==> config.mk <==
export PLATFORM = sky130hd
export DESIGN_NAME = tiered_free_list_slot_allocator_unit
export DESIGN_NICKNAME = d
export VERILOG_FILES = /design/src/hw/rtl/tfl_pkg.sv /design/src/hw/rtl/tfl_stack_mem.sv /design/src/hw/rtl/tfl_alu.sv /design/src/hw/rtl/tiered_free_list_slot_allocator_unit.sv
export SDC_FILE = /design/constraint.sdc
export NUM_CORES = 2
export LEC_CHECK = 0
export ABC_CLOCK_PERIOD_IN_PS = 7600
export BUFFER_PORTS_ARGS = -buffer_cell sky130_fd_sc_hd__buf_2
export CAP_MARGIN = 15
export CORE_AREA = 8 8 393 395
export CTS_BUF_LIST = sky130_fd_sc_hd__clkbuf_4 sky130_fd_sc_hd__clkbuf_8
export DETAILED_ROUTE_END_ITERATION = 12
export DIE_AREA = 0 0 401 403
export GPL_TIMING_DRIVEN = 1
export PLACE_DENSITY = 0.72
export SLEW_MARGIN = 25
export SYNTH_ARGS = -nofsm -noshare
export SYNTH_HDL_FRONTEND = slang
export SYNTH_SLANG_ARGS = --single-unit
==> constraint.sdc <==
create_clock -name aclk -period 7.6 [get_ports aclk]
set_input_delay 0.38 -clock aclk [delete_from_list [all_inputs] [get_ports aclk]]
set_output_delay 0.38 -clock aclk [all_outputs]
set_load 0.01 [all_outputs]
==> src/hw/rtl/tfl_pkg.sv <==
// ---------------------------------------------------------------------------
// tfl_pkg: shared definitions for the tiered free-list slot allocator
// Sizes, status and opcode enums, sequencer states and request structs.
// ---------------------------------------------------------------------------
`default_nettype none

package tfl_pkg;

    localparam int MAX_SLOTS = 64;
    localparam int TIERS     = 4;
    localparam int TIER_W    = 2;
    localparam int SLOT_W    = $clog2(MAX_SLOTS);
    localparam int CNT_W     = $clog2(MAX_SLOTS + 1);
    localparam int ADDR_W    = TIER_W + SLOT_W;
    localparam int SCALE_W   = 12;
    localparam int STATUS_W  = 3;

    // input tdata: scale_q8, release_tier, release_slot
    localparam int IN_USED_W = SCALE_W + TIER_W + 6;
    localparam int IN_W      = ((IN_USED_W + 7) / 8) * 8;

    // output tdata: status, tier, slot, used_count, capacity
    localparam int OUT_USED_W = STATUS_W + TIER_W + SLOT_W + 2 * CNT_W;
    localparam int OUT_W      = ((OUT_USED_W + 7) / 8) * 8;

    // tier thresholds in Q4.8
    localparam logic [SCALE_W-1:0] SCALE_T0 = 12'd64;
    localparam logic [SCALE_W-1:0] SCALE_T1 = 12'd128;
    localparam logic [SCALE_W-1:0] SCALE_T2 = 12'd256;

    localparam logic FUNC_ALLOC   = 1'b0;
    localparam logic FUNC_RELEASE = 1'b1;

    typedef enum logic [STATUS_W-1:0] {
        ST_OK       = 3'd0,
        ST_DISABLED = 3'd1,
        ST_FULL     = 3'd2,
        ST_RANGE    = 3'd3,
        ST_FREE     = 3'd4
    } status_t;

    typedef enum logic [1:0] {
        ALU_INC_SAT,
        ALU_DEC_SAT,
        ALU_DBL_SAT,
        ALU_LT
    } alu_op_t;

    typedef enum logic [2:0] {
        S_IDLE,
        S_CHECK,
        S_GROW,
        S_POP,
        S_POPW,
        S_REL_PUSH,
        S_REL_CNT,
        S_DONE
    } state_t;

    typedef struct packed {
        alu_op_t          op;
        logic [CNT_W-1:0] a;
        logic [CNT_W-1:0] b;
    } alu_req_t;

    typedef struct packed {
        logic              wr_en;
        logic [ADDR_W-1:0] wr_addr;
        logic [SLOT_W-1:0] wr_data;
        logic              rd_en;
        logic [ADDR_W-1:0] rd_addr;
    } stk_req_t;

    // scale to tier mapping
    function automatic logic [TIER_W-1:0] pick_tier(input logic [SCALE_W-1:0] scale);
        logic [TIER_W-1:0] t;
        if (scale <= SCALE_T0) begin
            t = 2'd0;
        end else if (scale <= SCALE_T1) begin
            t = 2'd1;
        end else if (scale <= SCALE_T2) begin
            t = 2'd2;
        end else begin
            t = 2'd3;
        end
        return t;
    endfunction

endpackage

`default_nettype wire

==> src/hw/rtl/tfl_stack_mem.sv <==
// ---------------------------------------------------------------------------
// tfl_stack_mem: free-index stack storage
// One write and one registered read port; all tiers share the array,
// addressed by {tier, stack position}.
// ---------------------------------------------------------------------------
`default_nettype none

module tfl_stack_mem
    import tfl_pkg::*;
(
    input  wire logic              aclk,
    input  wire stk_req_t          req,
    output logic     [SLOT_W-1:0]  rd_data
);

    logic [SLOT_W-1:0] mem [TIERS*MAX_SLOTS];

    // write and registered read
    always_ff @(posedge aclk) begin
        if (req.wr_en) begin
            mem[req.wr_addr] <= req.wr_data;
        end
        if (req.rd_en) begin
            rd_data <= mem[req.rd_addr];
        end
    end

endmodule

`default_nettype wire

==> src/hw/rtl/tfl_alu.sv <==
// ---------------------------------------------------------------------------
// tfl_alu: shared count/capacity unit
// Saturating increment, decrement and doubling, plus less-than compare.
// ---------------------------------------------------------------------------
`default_nettype none

module tfl_alu
    import tfl_pkg::*;
(
    input  wire alu_req_t        req,
    output logic     [CNT_W-1:0] res,
    output logic                 lt
);

    localparam logic [CNT_W-1:0] MAX_CNT = CNT_W'(MAX_SLOTS);

    logic [CNT_W:0] dbl;

    assign dbl = {req.a, 1'b0};
    assign lt  = (req.a < req.b);

    always_comb begin
        unique case (req.op)
            ALU_INC_SAT: res = (req.a >= MAX_CNT) ? req.a : req.a + CNT_W'(1);
            ALU_DEC_SAT: res = (req.a == '0) ? '0 : req.a - CNT_W'(1);
            ALU_DBL_SAT: begin
                // 0 grows to 1, otherwise double and clamp
                if (req.a == '0) begin
                    res = CNT_W'(1);
                end else if (dbl > {1'b0, MAX_CNT}) begin
                    res = MAX_CNT;
                end else begin
                    res = dbl[CNT_W-1:0];
                end
            end
            ALU_LT:      res = req.a;
            default:     res = req.a;
        endcase
    end

endmodule

`default_nettype wire

==> src/hw/rtl/tiered_free_list_slot_allocator_unit.sv <==
// Sequence: an alloc from a non-empty stack runs S_CHECK, S_POP, S_POPW and S_DONE;
//   a good release runs S_CHECK, S_REL_PUSH, S_REL_CNT and S_DONE; disabled, full,
//   range and free-slot errors go from S_CHECK to S_DONE. An alloc that grows its
//   tier runs S_GROW before S_POP, pushing one index per cycle into the stack RAM.
// Throughput: one item at a time; the next input is taken when the result is registered.
// Reset: aresetn synchronous active low; clears counts, capacities and enable;
//   allocated flags of a tier are cleared as the tier grows.
// ---------------------------------------------------------------------------
// tiered_free_list_slot_allocator_unit: four-tier slot allocator
// Per-tier LIFO free stacks in one RAM, allocated flags, counts and
// capacities, driven by a sequencer around one shared count unit.
// ---------------------------------------------------------------------------
`default_nettype none

module tiered_free_list_slot_allocator_unit
    import tfl_pkg::*;
(
    input  wire logic             aclk,
    input  wire logic             aresetn,

    input  wire logic             cfg_wr_en,
    input  wire logic             cfg_wr_data,

    input  wire logic             s_axis_tvalid,
    output logic                  s_axis_tready,
    // [11:0] scale_q8, [13:12] release_tier, [19:14] release_slot, rest zero
    input  wire logic [IN_W-1:0]  s_axis_tdata,
    // [0] func
    input  wire logic [0:0]       s_axis_tuser,

    output logic                  m_axis_tvalid,
    input  wire logic             m_axis_tready,
    // [2:0] status, [4:3] tier, [10:5] slot, [17:11] used_count,
    // [24:18] capacity, rest zero
    output logic [OUT_W-1:0]      m_axis_tdata
);

    localparam logic [CNT_W-1:0] MAX_CNT = CNT_W'(MAX_SLOTS);

    state_t                  state_reg, state_next;
    logic                    enable_reg;
    logic                    func_reg, func_next;
    logic [TIER_W-1:0]       tier_reg, tier_next;
    logic [SLOT_W-1:0]       slot_reg, slot_next;
    status_t                 status_reg, status_next;
    logic [CNT_W-1:0]        cnt_reg, cnt_next;
    logic [CNT_W-1:0]        grow_cap_reg, grow_cap_next;

    logic [CNT_W-1:0]        depth_reg [TIERS];
    logic [CNT_W-1:0]        depth_next [TIERS];
    logic [CNT_W-1:0]        used_reg [TIERS];
    logic [CNT_W-1:0]        used_next [TIERS];
    logic [CNT_W-1:0]        cap_reg [TIERS];
    logic [CNT_W-1:0]        cap_next [TIERS];

    // allocated flags, one per {tier, slot}
    logic                    taken_mem [TIERS*MAX_SLOTS];
    logic                    taken_rd_reg;
    logic                    taken_wr_en;
    logic [ADDR_W-1:0]       taken_wr_addr;
    logic                    taken_wr_data;
    logic                    taken_rd_en;
    logic [ADDR_W-1:0]       taken_rd_addr;

    logic                    m_valid_reg, m_valid_next;
    logic [OUT_W-1:0]        m_data_reg, m_data_next;

    alu_req_t                alu_req;
    logic [CNT_W-1:0]        alu_res;
    logic                    alu_lt;
    stk_req_t                stk_req;
    logic [SLOT_W-1:0]       stk_rd_data;

    tfl_alu u_alu (
        .req (alu_req),
        .res (alu_res),
        .lt  (alu_lt)
    );

    tfl_stack_mem u_stack (
        .aclk    (aclk),
        .req     (stk_req),
        .rd_data (stk_rd_data)
    );

    assign s_axis_tready = (state_reg == S_IDLE);
    assign m_axis_tvalid = m_valid_reg;
    assign m_axis_tdata  = m_data_reg;

    // enable register
    always_ff @(posedge aclk) begin
        if (!aresetn) begin
            enable_reg <= 1'b0;
        end else if (cfg_wr_en) begin
            enable_reg <= cfg_wr_data;
        end
    end

    // flag store: one write, one registered read
    always_ff @(posedge aclk) begin
        if (taken_wr_en) begin
            taken_mem[taken_wr_addr] <= taken_wr_data;
        end
        if (taken_rd_en) begin
            taken_rd_reg <= taken_mem[taken_rd_addr];
        end
    end

    // control state and per-tier bookkeeping
    always_ff @(posedge aclk) begin
        if (!aresetn) begin
            state_reg   <= S_IDLE;
            m_valid_reg <= 1'b0;
            for (int i = 0; i < TIERS; i++) begin
                depth_reg[i] <= '0;
                used_reg[i]  <= '0;
                cap_reg[i]   <= '0;
            end
        end else begin
            state_reg   <= state_next;
            m_valid_reg <= m_valid_next;
            for (int i = 0; i < TIERS; i++) begin
                depth_reg[i] <= depth_next[i];
                used_reg[i]  <= used_next[i];
                cap_reg[i]   <= cap_next[i];
            end
        end
    end

    // working payload
    always_ff @(posedge aclk) begin
        func_reg     <= func_next;
        tier_reg     <= tier_next;
        slot_reg     <= slot_next;
        status_reg   <= status_next;
        cnt_reg      <= cnt_next;
        grow_cap_reg <= grow_cap_next;
        m_data_reg   <= m_data_next;
    end

    // sequencer
    always_comb begin
        state_next    = state_reg;
        func_next     = func_reg;
        tier_next     = tier_reg;
        slot_next     = slot_reg;
        status_next   = status_reg;
        cnt_next      = cnt_reg;
        grow_cap_next = grow_cap_reg;
        for (int i = 0; i < TIERS; i++) begin
            depth_next[i] = depth_reg[i];
            used_next[i]  = used_reg[i];
            cap_next[i]   = cap_reg[i];
        end
        m_data_next   = m_data_reg;
        m_valid_next  = m_valid_reg && !m_axis_tready;
        alu_req       = '{op: ALU_LT, a: '0, b: '0};
        stk_req       = '0;
        taken_wr_en   = 1'b0;
        taken_wr_addr = '0;
        taken_wr_data = 1'b0;
        taken_rd_en   = 1'b0;
        taken_rd_addr = {s_axis_tdata[SCALE_W +: TIER_W],
                         s_axis_tdata[SCALE_W+TIER_W +: SLOT_W]};

        unique case (state_reg)
            S_IDLE: begin
                // flag of the release handle is read on the input transfer
                taken_rd_en = s_axis_tvalid;
                if (s_axis_tvalid) begin
                    func_next = s_axis_tuser[0];
                    if (s_axis_tuser[0] == FUNC_ALLOC) begin
                        tier_next = pick_tier(s_axis_tdata[SCALE_W-1:0]);
                        slot_next = '0;
                    end else begin
                        tier_next = s_axis_tdata[SCALE_W +: TIER_W];
                        slot_next = s_axis_tdata[SCALE_W+TIER_W +: SLOT_W];
                    end
                    state_next = S_CHECK;
                end
            end

            S_CHECK: begin
                if (func_reg == FUNC_ALLOC) begin
                    alu_req = '{op: ALU_DBL_SAT, a: cap_reg[tier_reg], b: '0};
                    if (!enable_reg) begin
                        status_next = ST_DISABLED;
                        state_next  = S_DONE;
                    end else if (depth_reg[tier_reg] == '0) begin
                        // empty stack: grow unless already at the ceiling
                        if (alu_res == cap_reg[tier_reg]) begin
                            status_next = ST_FULL;
                            state_next  = S_DONE;
                        end else begin
                            grow_cap_next = alu_res;
                            cnt_next      = alu_res;
                            state_next    = S_GROW;
                        end
                    end else begin
                        state_next = S_POP;
                    end
                end else begin
                    alu_req = '{op: ALU_LT, a: CNT_W'(slot_reg), b: cap_reg[tier_reg]};
                    if (!alu_lt) begin
                        status_next = ST_RANGE;
                        state_next  = S_DONE;
                    end else if (!taken_rd_reg) begin
                        status_next = ST_FREE;
                        state_next  = S_DONE;
                    end else begin
                        state_next = S_REL_PUSH;
                    end
                end
            end

            S_GROW: begin
                // push new indices from highest down to the old capacity
                alu_req = '{op: ALU_DEC_SAT, a: cnt_reg, b: '0};
                if (depth_reg[tier_reg] != MAX_CNT) begin
                    stk_req.wr_en   = 1'b1;
                    stk_req.wr_addr = {tier_reg, depth_reg[tier_reg][SLOT_W-1:0]};
                    stk_req.wr_data = alu_res[SLOT_W-1:0];
                    depth_next[tier_reg] = depth_reg[tier_reg] + CNT_W'(1);
                end
                taken_wr_en   = 1'b1;
                taken_wr_addr = {tier_reg, alu_res[SLOT_W-1:0]};
                taken_wr_data = 1'b0;
                cnt_next = alu_res;
                if (alu_res == cap_reg[tier_reg]) begin
                    cap_next[tier_reg] = grow_cap_reg;
                    state_next         = S_POP;
                end
            end

            S_POP: begin
                alu_req = '{op: ALU_DEC_SAT, a: depth_reg[tier_reg], b: '0};
                depth_next[tier_reg] = alu_res;
                stk_req.rd_en   = 1'b1;
                stk_req.rd_addr = {tier_reg, alu_res[SLOT_W-1:0]};
                state_next      = S_POPW;
            end

            S_POPW: begin
                alu_req = '{op: ALU_INC_SAT, a: used_reg[tier_reg], b: '0};
                used_next[tier_reg] = alu_res;
                slot_next     = stk_rd_data;
                taken_wr_en   = 1'b1;
                taken_wr_addr = {tier_reg, stk_rd_data};
                taken_wr_data = 1'b1;
                status_next   = ST_OK;
                state_next    = S_DONE;
            end

            S_REL_PUSH: begin
                // a push onto a full stack is dropped
                alu_req = '{op: ALU_INC_SAT, a: depth_reg[tier_reg], b: '0};
                if (alu_res != depth_reg[tier_reg]) begin
                    stk_req.wr_en   = 1'b1;
                    stk_req.wr_addr = {tier_reg, depth_reg[tier_reg][SLOT_W-1:0]};
                    stk_req.wr_data = slot_reg;
                    depth_next[tier_reg] = alu_res;
                end
                taken_wr_en   = 1'b1;
                taken_wr_addr = {tier_reg, slot_reg};
                taken_wr_data = 1'b0;
                state_next    = S_REL_CNT;
            end

            S_REL_CNT: begin
                alu_req = '{op: ALU_DEC_SAT, a: used_reg[tier_reg], b: '0};
                used_next[tier_reg] = alu_res;
                status_next = ST_OK;
                state_next  = S_DONE;
            end

            S_DONE: begin
                // hand the result to the output register once it is free
                if (!m_valid_reg || m_axis_tready) begin
                    m_valid_next = 1'b1;
                    m_data_next  = OUT_W'({cap_reg[tier_reg], used_reg[tier_reg],
                                           slot_reg, tier_reg, status_reg});
                    state_next   = S_IDLE;
                end
            end

            default: state_next = S_IDLE;
        endcase
    end

endmodule

`default_nettype wire

# Word-level counts from Yosys, hierarchy flattened
# Memory sizes are Yosys's and may differ from the RTL's. A register that Yosys moved wholly into a read port is not among the register bits.
# Cells that the tools add are included.
[classes] n_addsub=3 reduce_logical=21 bitwise=15 mux=79 n_eq_ne=23 n_lt_le_gt_ge=8
[op_table] operator="$mux 7" n=21
[op_table] operator="$mux 28" n=5
[op_table] operator="$bwmux 28" n=4
[op_table] operator="$pmux 16 s6" n=1
[op_table] operator="$pmux 28 s3" n=1
[op_table] operator="$mux 15" n=3
[op_table] operator="$mux 3" n=13
[op_table] operator="$pmux 15 s2" n=1
[op_table] operator="$pmux 7 s4" n=1
[op_table] operator="$pmux 8 s3" n=1
[op_table] operator="$pmux 3 s7" n=1
[op_table] operator="$mux 2" n=8
[op_table] operator="$add 7x1->7 const B" n=2
[op_table] operator="$demux 7 s2" n=1
[op_table] operator="$logic_not 7->1" n=2
[op_table] operator="$ne 2x2->1 const B" n=7
[op_table] operator="$pmux 7 s2" n=1
[op_table] operator="$eq 3x3->1 const B" n=4
[op_table] operator="$le 12x7->1 const B" n=1
[op_table] operator="$le 12x8->1 const B" n=1
[op_table] operator="$le 12x9->1 const B" n=1
[op_table] operator="$mux 1" n=12
[op_table] operator="$mux 6" n=2
[op_table] operator="$ne 4x4->1 const B" n=3
[op_table] operator="31 further kinds" n=52
[totals] elab_cells=164 output_inout_bits=34 ram_bits=1876 register_bits=56 memories=5 input_bits=31
[mem_list] name="u_stack.mem" depth=256 word_bits=6 read_ports=1 rd_ports_with_merged_regs=1 write_ports=1 line="tfl_stack_mem.sv:16" source="logic [SLOT_W-1:0] mem [TIERS*MAX_SLOTS];"
[mem_list] name="taken_mem" depth=256 word_bits=1 read_ports=1 rd_ports_with_merged_regs=1 write_ports=1 line="tiered_free_list_slot_allocator_unit.sv:57" source="logic taken_mem [TIERS*MAX_SLOTS];"
[mem_list] name="cap_reg" depth=4 word_bits=7 read_ports=5 rd_ports_with_merged_regs=1 write_ports=4 line="tiered_free_list_slot_allocator_unit.sv:53" source="logic [CNT_W-1:0] cap_reg [TIERS];"
[mem_list] name="depth_reg" depth=4 word_bits=7 read_ports=5 rd_ports_with_merged_regs=1 write_ports=4 line="tiered_free_list_slot_allocator_unit.sv:49" source="logic [CNT_W-1:0] depth_reg [TIERS];"
[mem_list] name="used_reg" depth=4 word_bits=7 read_ports=5 rd_ports_with_merged_regs=1 write_ports=4 line="tiered_free_list_slot_allocator_unit.sv:51" source="logic [CNT_W-1:0] used_reg [TIERS];"

# Longest topological paths before layout
[logic_depth] word_depth=12 mapped_depth=24 ltp_nobuf=19

# Cells and area by module
# From an unflattened synthesis, not the netlist that was laid out.
[unflattened] hier_cells=4486 hier_area_um2=78696.7
[modules_own_cells] module="tfl_stack_mem" n_inst=1 cells_each=2964 area_each_um2=60133.9
[modules_own_cells] module="tiered_free_list_slot_allocator_unit" n_inst=1 cells_each=1424 area_each_um2=17903.4
[modules_own_cells] module="tfl_alu" n_inst=1 cells_each=98 area_each_um2=659.4

# Worst setup path after synthesis
# OpenSTA, ideal clock, no wires.
[synth_timing] path_kind="register -> register" startpoint="reg (tool-made name)" endpoint="mem u_stack.mem[0][5] (netlist name), data pin" slack_ns=-0.419 t_arrival_ns=7.155 path_stages_with_launch=17 period_less_slack_ns=8.019 required_ns=6.736 cell_sequence="dfxtp_1 > buf_6 > buf_6 > mux4_2 > a22oi_1 > o2111ai_2 > inv_1 > ha_1 > nand4_1 > or3_4 > o311a_4 > a21oi_4 > xnor2_1 > and4bb_4 > a31oi_4 > buf_6 > a22o_1"
[synth_lines] item="end: declaration" line="tfl_stack_mem.sv:16"

==> impl_metrics.ini <==
[cells_and_area]
area.growth.synth_to_final_pct = 11.0
finish.net_count = 6263
number_of_flip_flops_in_the_largest_register = 1536
combined_flip_flop_and_latch_cell_area_um2 = 57400
most-common-layout-cells = sky130_fd_sc_hd__edfxtp_1, sky130_fd_sc_hd__nand2_1, sky130_fd_sc_hd__nor2_1, sky130_fd_sc_hd__nand3_1, sky130_fd_sc_hd__clkbuf_8
largestRegisters = u_stack.mem (1536), taken_mem (256)
multiInputGateArea_um2 = 21900
layout_commonest_cell = sky130_fd_sc_hd__edfxtp_1
final.fill_count = 11200
top_register = u_stack.mem
layout-drive-gt1-share_pct = 14.4

[clocking]
post_cts.resized_instances = 0
post-cts-setup-buffers = 0
cts_hold_buf = 15
clock_path_buffers = 4
cts.sinks = 1941
h_tree_depth_reported_by_cts = 5
clk_pin_slew_worst_paths_ns = 0.07
clock_insertion_delay_worst_skew_ns = 1.04
cts_buffers = 323
root_buffer = sky130_fd_sc_hd__clkbuf_8
tritoncts = yes

[worst_setup_path]
timing.critical_path.mode_cell = sky130_fd_sc_hd__a21oi_1
timing.critical_path.buf_inv = 5
critical-path-slowest-cell = sky130_fd_sc_hd__nand2_1
critical_path.top_delay_family = simple AND/OR/NAND/NOR gates
path_cells = inv_1 -> o21ai_4 -> inv_2 -> a32o_1 -> nand4bb_1 -> buf_4 -> inv_1 -> ha_1 -> nand4_1 -> nor3_4 -> buf_4 -> a21oi_1 -> nand2_4 -> nand2_1 -> a21oi_1 -> a21oi_1 -> a311oi_1 -> nand4_1 -> a41o_1
critPathKind = flip-flop to flip-flop
critical_path.startpoint_type = flip-flop
worst-r2r-setup-slack_ns = 0.33
critical_path_endpoint_category = flip-flop
stage_delay_of_the_slowest_cell_on_the_critical_path_ns = 0.83
cp.required_ns = 8.40
critical_path_arrival_ns = 8.07
timing.critical_path.fanout_max = 36

[sta]
fin_setup_tns_ns = 0
slew_viol_final = 0
report.final.hold_viol_count = 0
timing.slew.headroom_pct = 26.4
timing.final.crit_period_ns = 7.27
fin_skew_ns = 0.102
fmax_mhz = 138
finalSetupViolations = 0
unrepaired_setup_endpoints_after_global_routing = no
worst_pin_slew_ns = 1.10
timing.final.crit_share_pct = 95.6
finalWorstSetupSlack_ns = 0.332

[power_and_ir_drop]
max-vdd-ir-drop_mv = 0.299
leakage_nw = 30.3
cellPowerDensity_nw_per_um2 = 318

[global_route]
grt_first_pass_wirelength_mm = 338
maximum_number_of_pins_on_one_net_before_global_route_repair = 129
gr-usage-all-layers_pct = 27.8
first_global_vias = 52000
number_of_antenna_violations_at_the_first_check_in_global_routing = 9
globalRoute.totalOverflow = 0

[run]
maxCapViolCount = 0

[synth]
synth-seq-cells = 1941
ys_seq_area_share_pct = 70.9
mappedNetlistArea_um2 = 80900
ys_warn_count = 0
postSynth.asyncResetShare_pct = 0
library_cells_used_by_synthesis = 101
post_synth_inst_count = 6065
synth.top_cells.by_area = sky130_fd_sc_hd__edfxtp_1, sky130_fd_sc_hd__nand2_1, sky130_fd_sc_hd__mux2i_1, sky130_fd_sc_hd__nand3_1, sky130_fd_sc_hd__mux4_2
synth_area_leader_cell = sky130_fd_sc_hd__edfxtp_1
avgSynthCellArea_um2 = 13.3
synth_enable_flop_cells = 1850
postSynth.topFlopCell = sky130_fd_sc_hd__edfxtp_1
synthDominantCellAreaShare_pct = 68.6

[routing]
routedWlPerCell_um = 27.6
drtAntennaViolNets = 0
detailroute.via_count = 53500
drt_drc_violations_left = 0
vias_per_cell = 6.38
drt_first_iter_violations = 7879
routed_wire_length_mm = 232
drt_pass1_iterations = 6

[die]
die-area_um2 = 162000
ios = 65
die_w_um = 401
floorplan.initialDensity_pct = 54.5
die_y_um = 403
coreArea_um2 = 149000
placementRows = 142

[placed_design]
detailedPlace.worstSlack_ns = 0.525
post-dp-hpwl_mm = 139
globalplace.congestion = 0.940
io_buffers = 53

[worst_hold_path]
worstHoldPathType = primary input to flip-flop

[run_status]
run_status = finished clean
## cell families (layout without fill, tap and decap cells)
kind of cell	Yosys count	after routing	share of synthesized area [%]
xor gates and xnor gates	23	23	0.249
muxes	392	392	6.47
adders and majority gates	11	11	0.170
buffers and inverters	452	809	2.35
DFF	1941	1941	70.9
other	1	14	0.00463
AOI/OAI and AO/OA	652	652	5.71
and+or+nand+nor	2593	2593	14.1
## synth_stat cells, types with 10 or more instances
cell type                   number
sky130_fd_sc_hd__clkbuf_1      214
sky130_fd_sc_hd__o31ai_1        13
sky130_fd_sc_hd__a311oi_1       31
sky130_fd_sc_hd__o21a_1         10
sky130_fd_sc_hd__edfxtp_1     1850
sky130_fd_sc_hd__a31oi_1        69
sky130_fd_sc_hd__dfxtp_1        91
sky130_fd_sc_hd__nor4_1         17
sky130_fd_sc_hd__a211oi_1       74
sky130_fd_sc_hd__inv_1          30
sky130_fd_sc_hd__and3_1         50
sky130_fd_sc_hd__a221oi_1       25
sky130_fd_sc_hd__a2111oi_0      10
sky130_fd_sc_hd__nor3_1         34
sky130_fd_sc_hd__nand2_1      1200
sky130_fd_sc_hd__mux2i_1       267
sky130_fd_sc_hd__mux2_2         22
sky130_fd_sc_hd__o22ai_1        27
sky130_fd_sc_hd__xnor2_1        16
sky130_fd_sc_hd__a22oi_1        15
sky130_fd_sc_hd__buf_4          10
sky130_fd_sc_hd__a21oi_1       140
sky130_fd_sc_hd__o211ai_1       28
sky130_fd_sc_hd__mux4_2        103
sky130_fd_sc_hd__nor2b_1        56
sky130_fd_sc_hd__o21ai_0        77
sky130_fd_sc_hd__ha_1           11
sky130_fd_sc_hd__a221o_1        19
sky130_fd_sc_hd__nor2_1        613
sky130_fd_sc_hd__nand4_1        31
sky130_fd_sc_hd__buf_1          95
sky130_fd_sc_hd__nand3_1       507
sky130_fd_sc_hd__a22o_1         12
sky130_fd_sc_hd__nand4_4        13
sky130_fd_sc_hd__o211a_1        17
sky130_fd_sc_hd__buf_2          90
## final timing paths
check        cells after the start                   startpoint                            to
min                              3             s_axis_tdata[14]         slot_reg[0]$_DFFE_PP_
min reg2reg                      0  status_reg[1]$_SDFFCE_PP0P_     m_axis_tdata[1]$_DFFE_PP_
max                             19                    flip-flop  u_stack.rd_data[2]$_DFFE_PN_
max reg2reg                     19                    flip-flop  u_stack.rd_data[2]$_DFFE_PN_
## report_power, final
| part | switching [mW] | leakage (nW) | internal, mW |
|---|---|---|---|
| Sequential | 0.137 | 17.9 | 12.9 |
| Clock | 4.00 | 3.14 | 4.70 |
| Combinational | 5.16 | 9.26 | 1.68 |
## stage by stage
step                power (mW)  instance area [um2]  utilization [%]  hold slack (ns)  cells
detailed placement        19.9                83700             56.4            0.414   7823
global placement          19.8                83700             56.4            0.435   7823
global route              29.4                89800             60.5            0.117   8376
CTS                       28.5                89800             60.4           0.0528   8370
finish                    28.6                89800             60.5           0.0894   8379
floorplan                 17.2                81000                -            0.400   6071
## final cells by class
cell class / count / area share, %
clock inverters: 96 / 0.620
inverters: 36 / 0.150
flip-flops and latches: 1941 / 63.9
well taps: 1944 / 2.71
clock buffers: 436 / 5.96
repair buffers: 241 / 2.31
multi-input cells: 3678 / 24.4
diodes: 7 / 0.0195
## metal layers
layer	vias to the layer above	global-route usage [%]	wire, um
met2	3660	43.3	106000
met3	739	7.49	28800
met1	26200	36.6	84600
li1	22800	-	-
met4	8	13.0	11900
met5	-	0	49
## tightest hold or removal path: stages
cell	delay, ns
sky130_fd_sc_hd__buf_4	0.30
sky130_fd_sc_hd__nand2_1	0.15
sky130_fd_sc_hd__o21ai_0	0.06
Power figures use the tool's default switching activity.
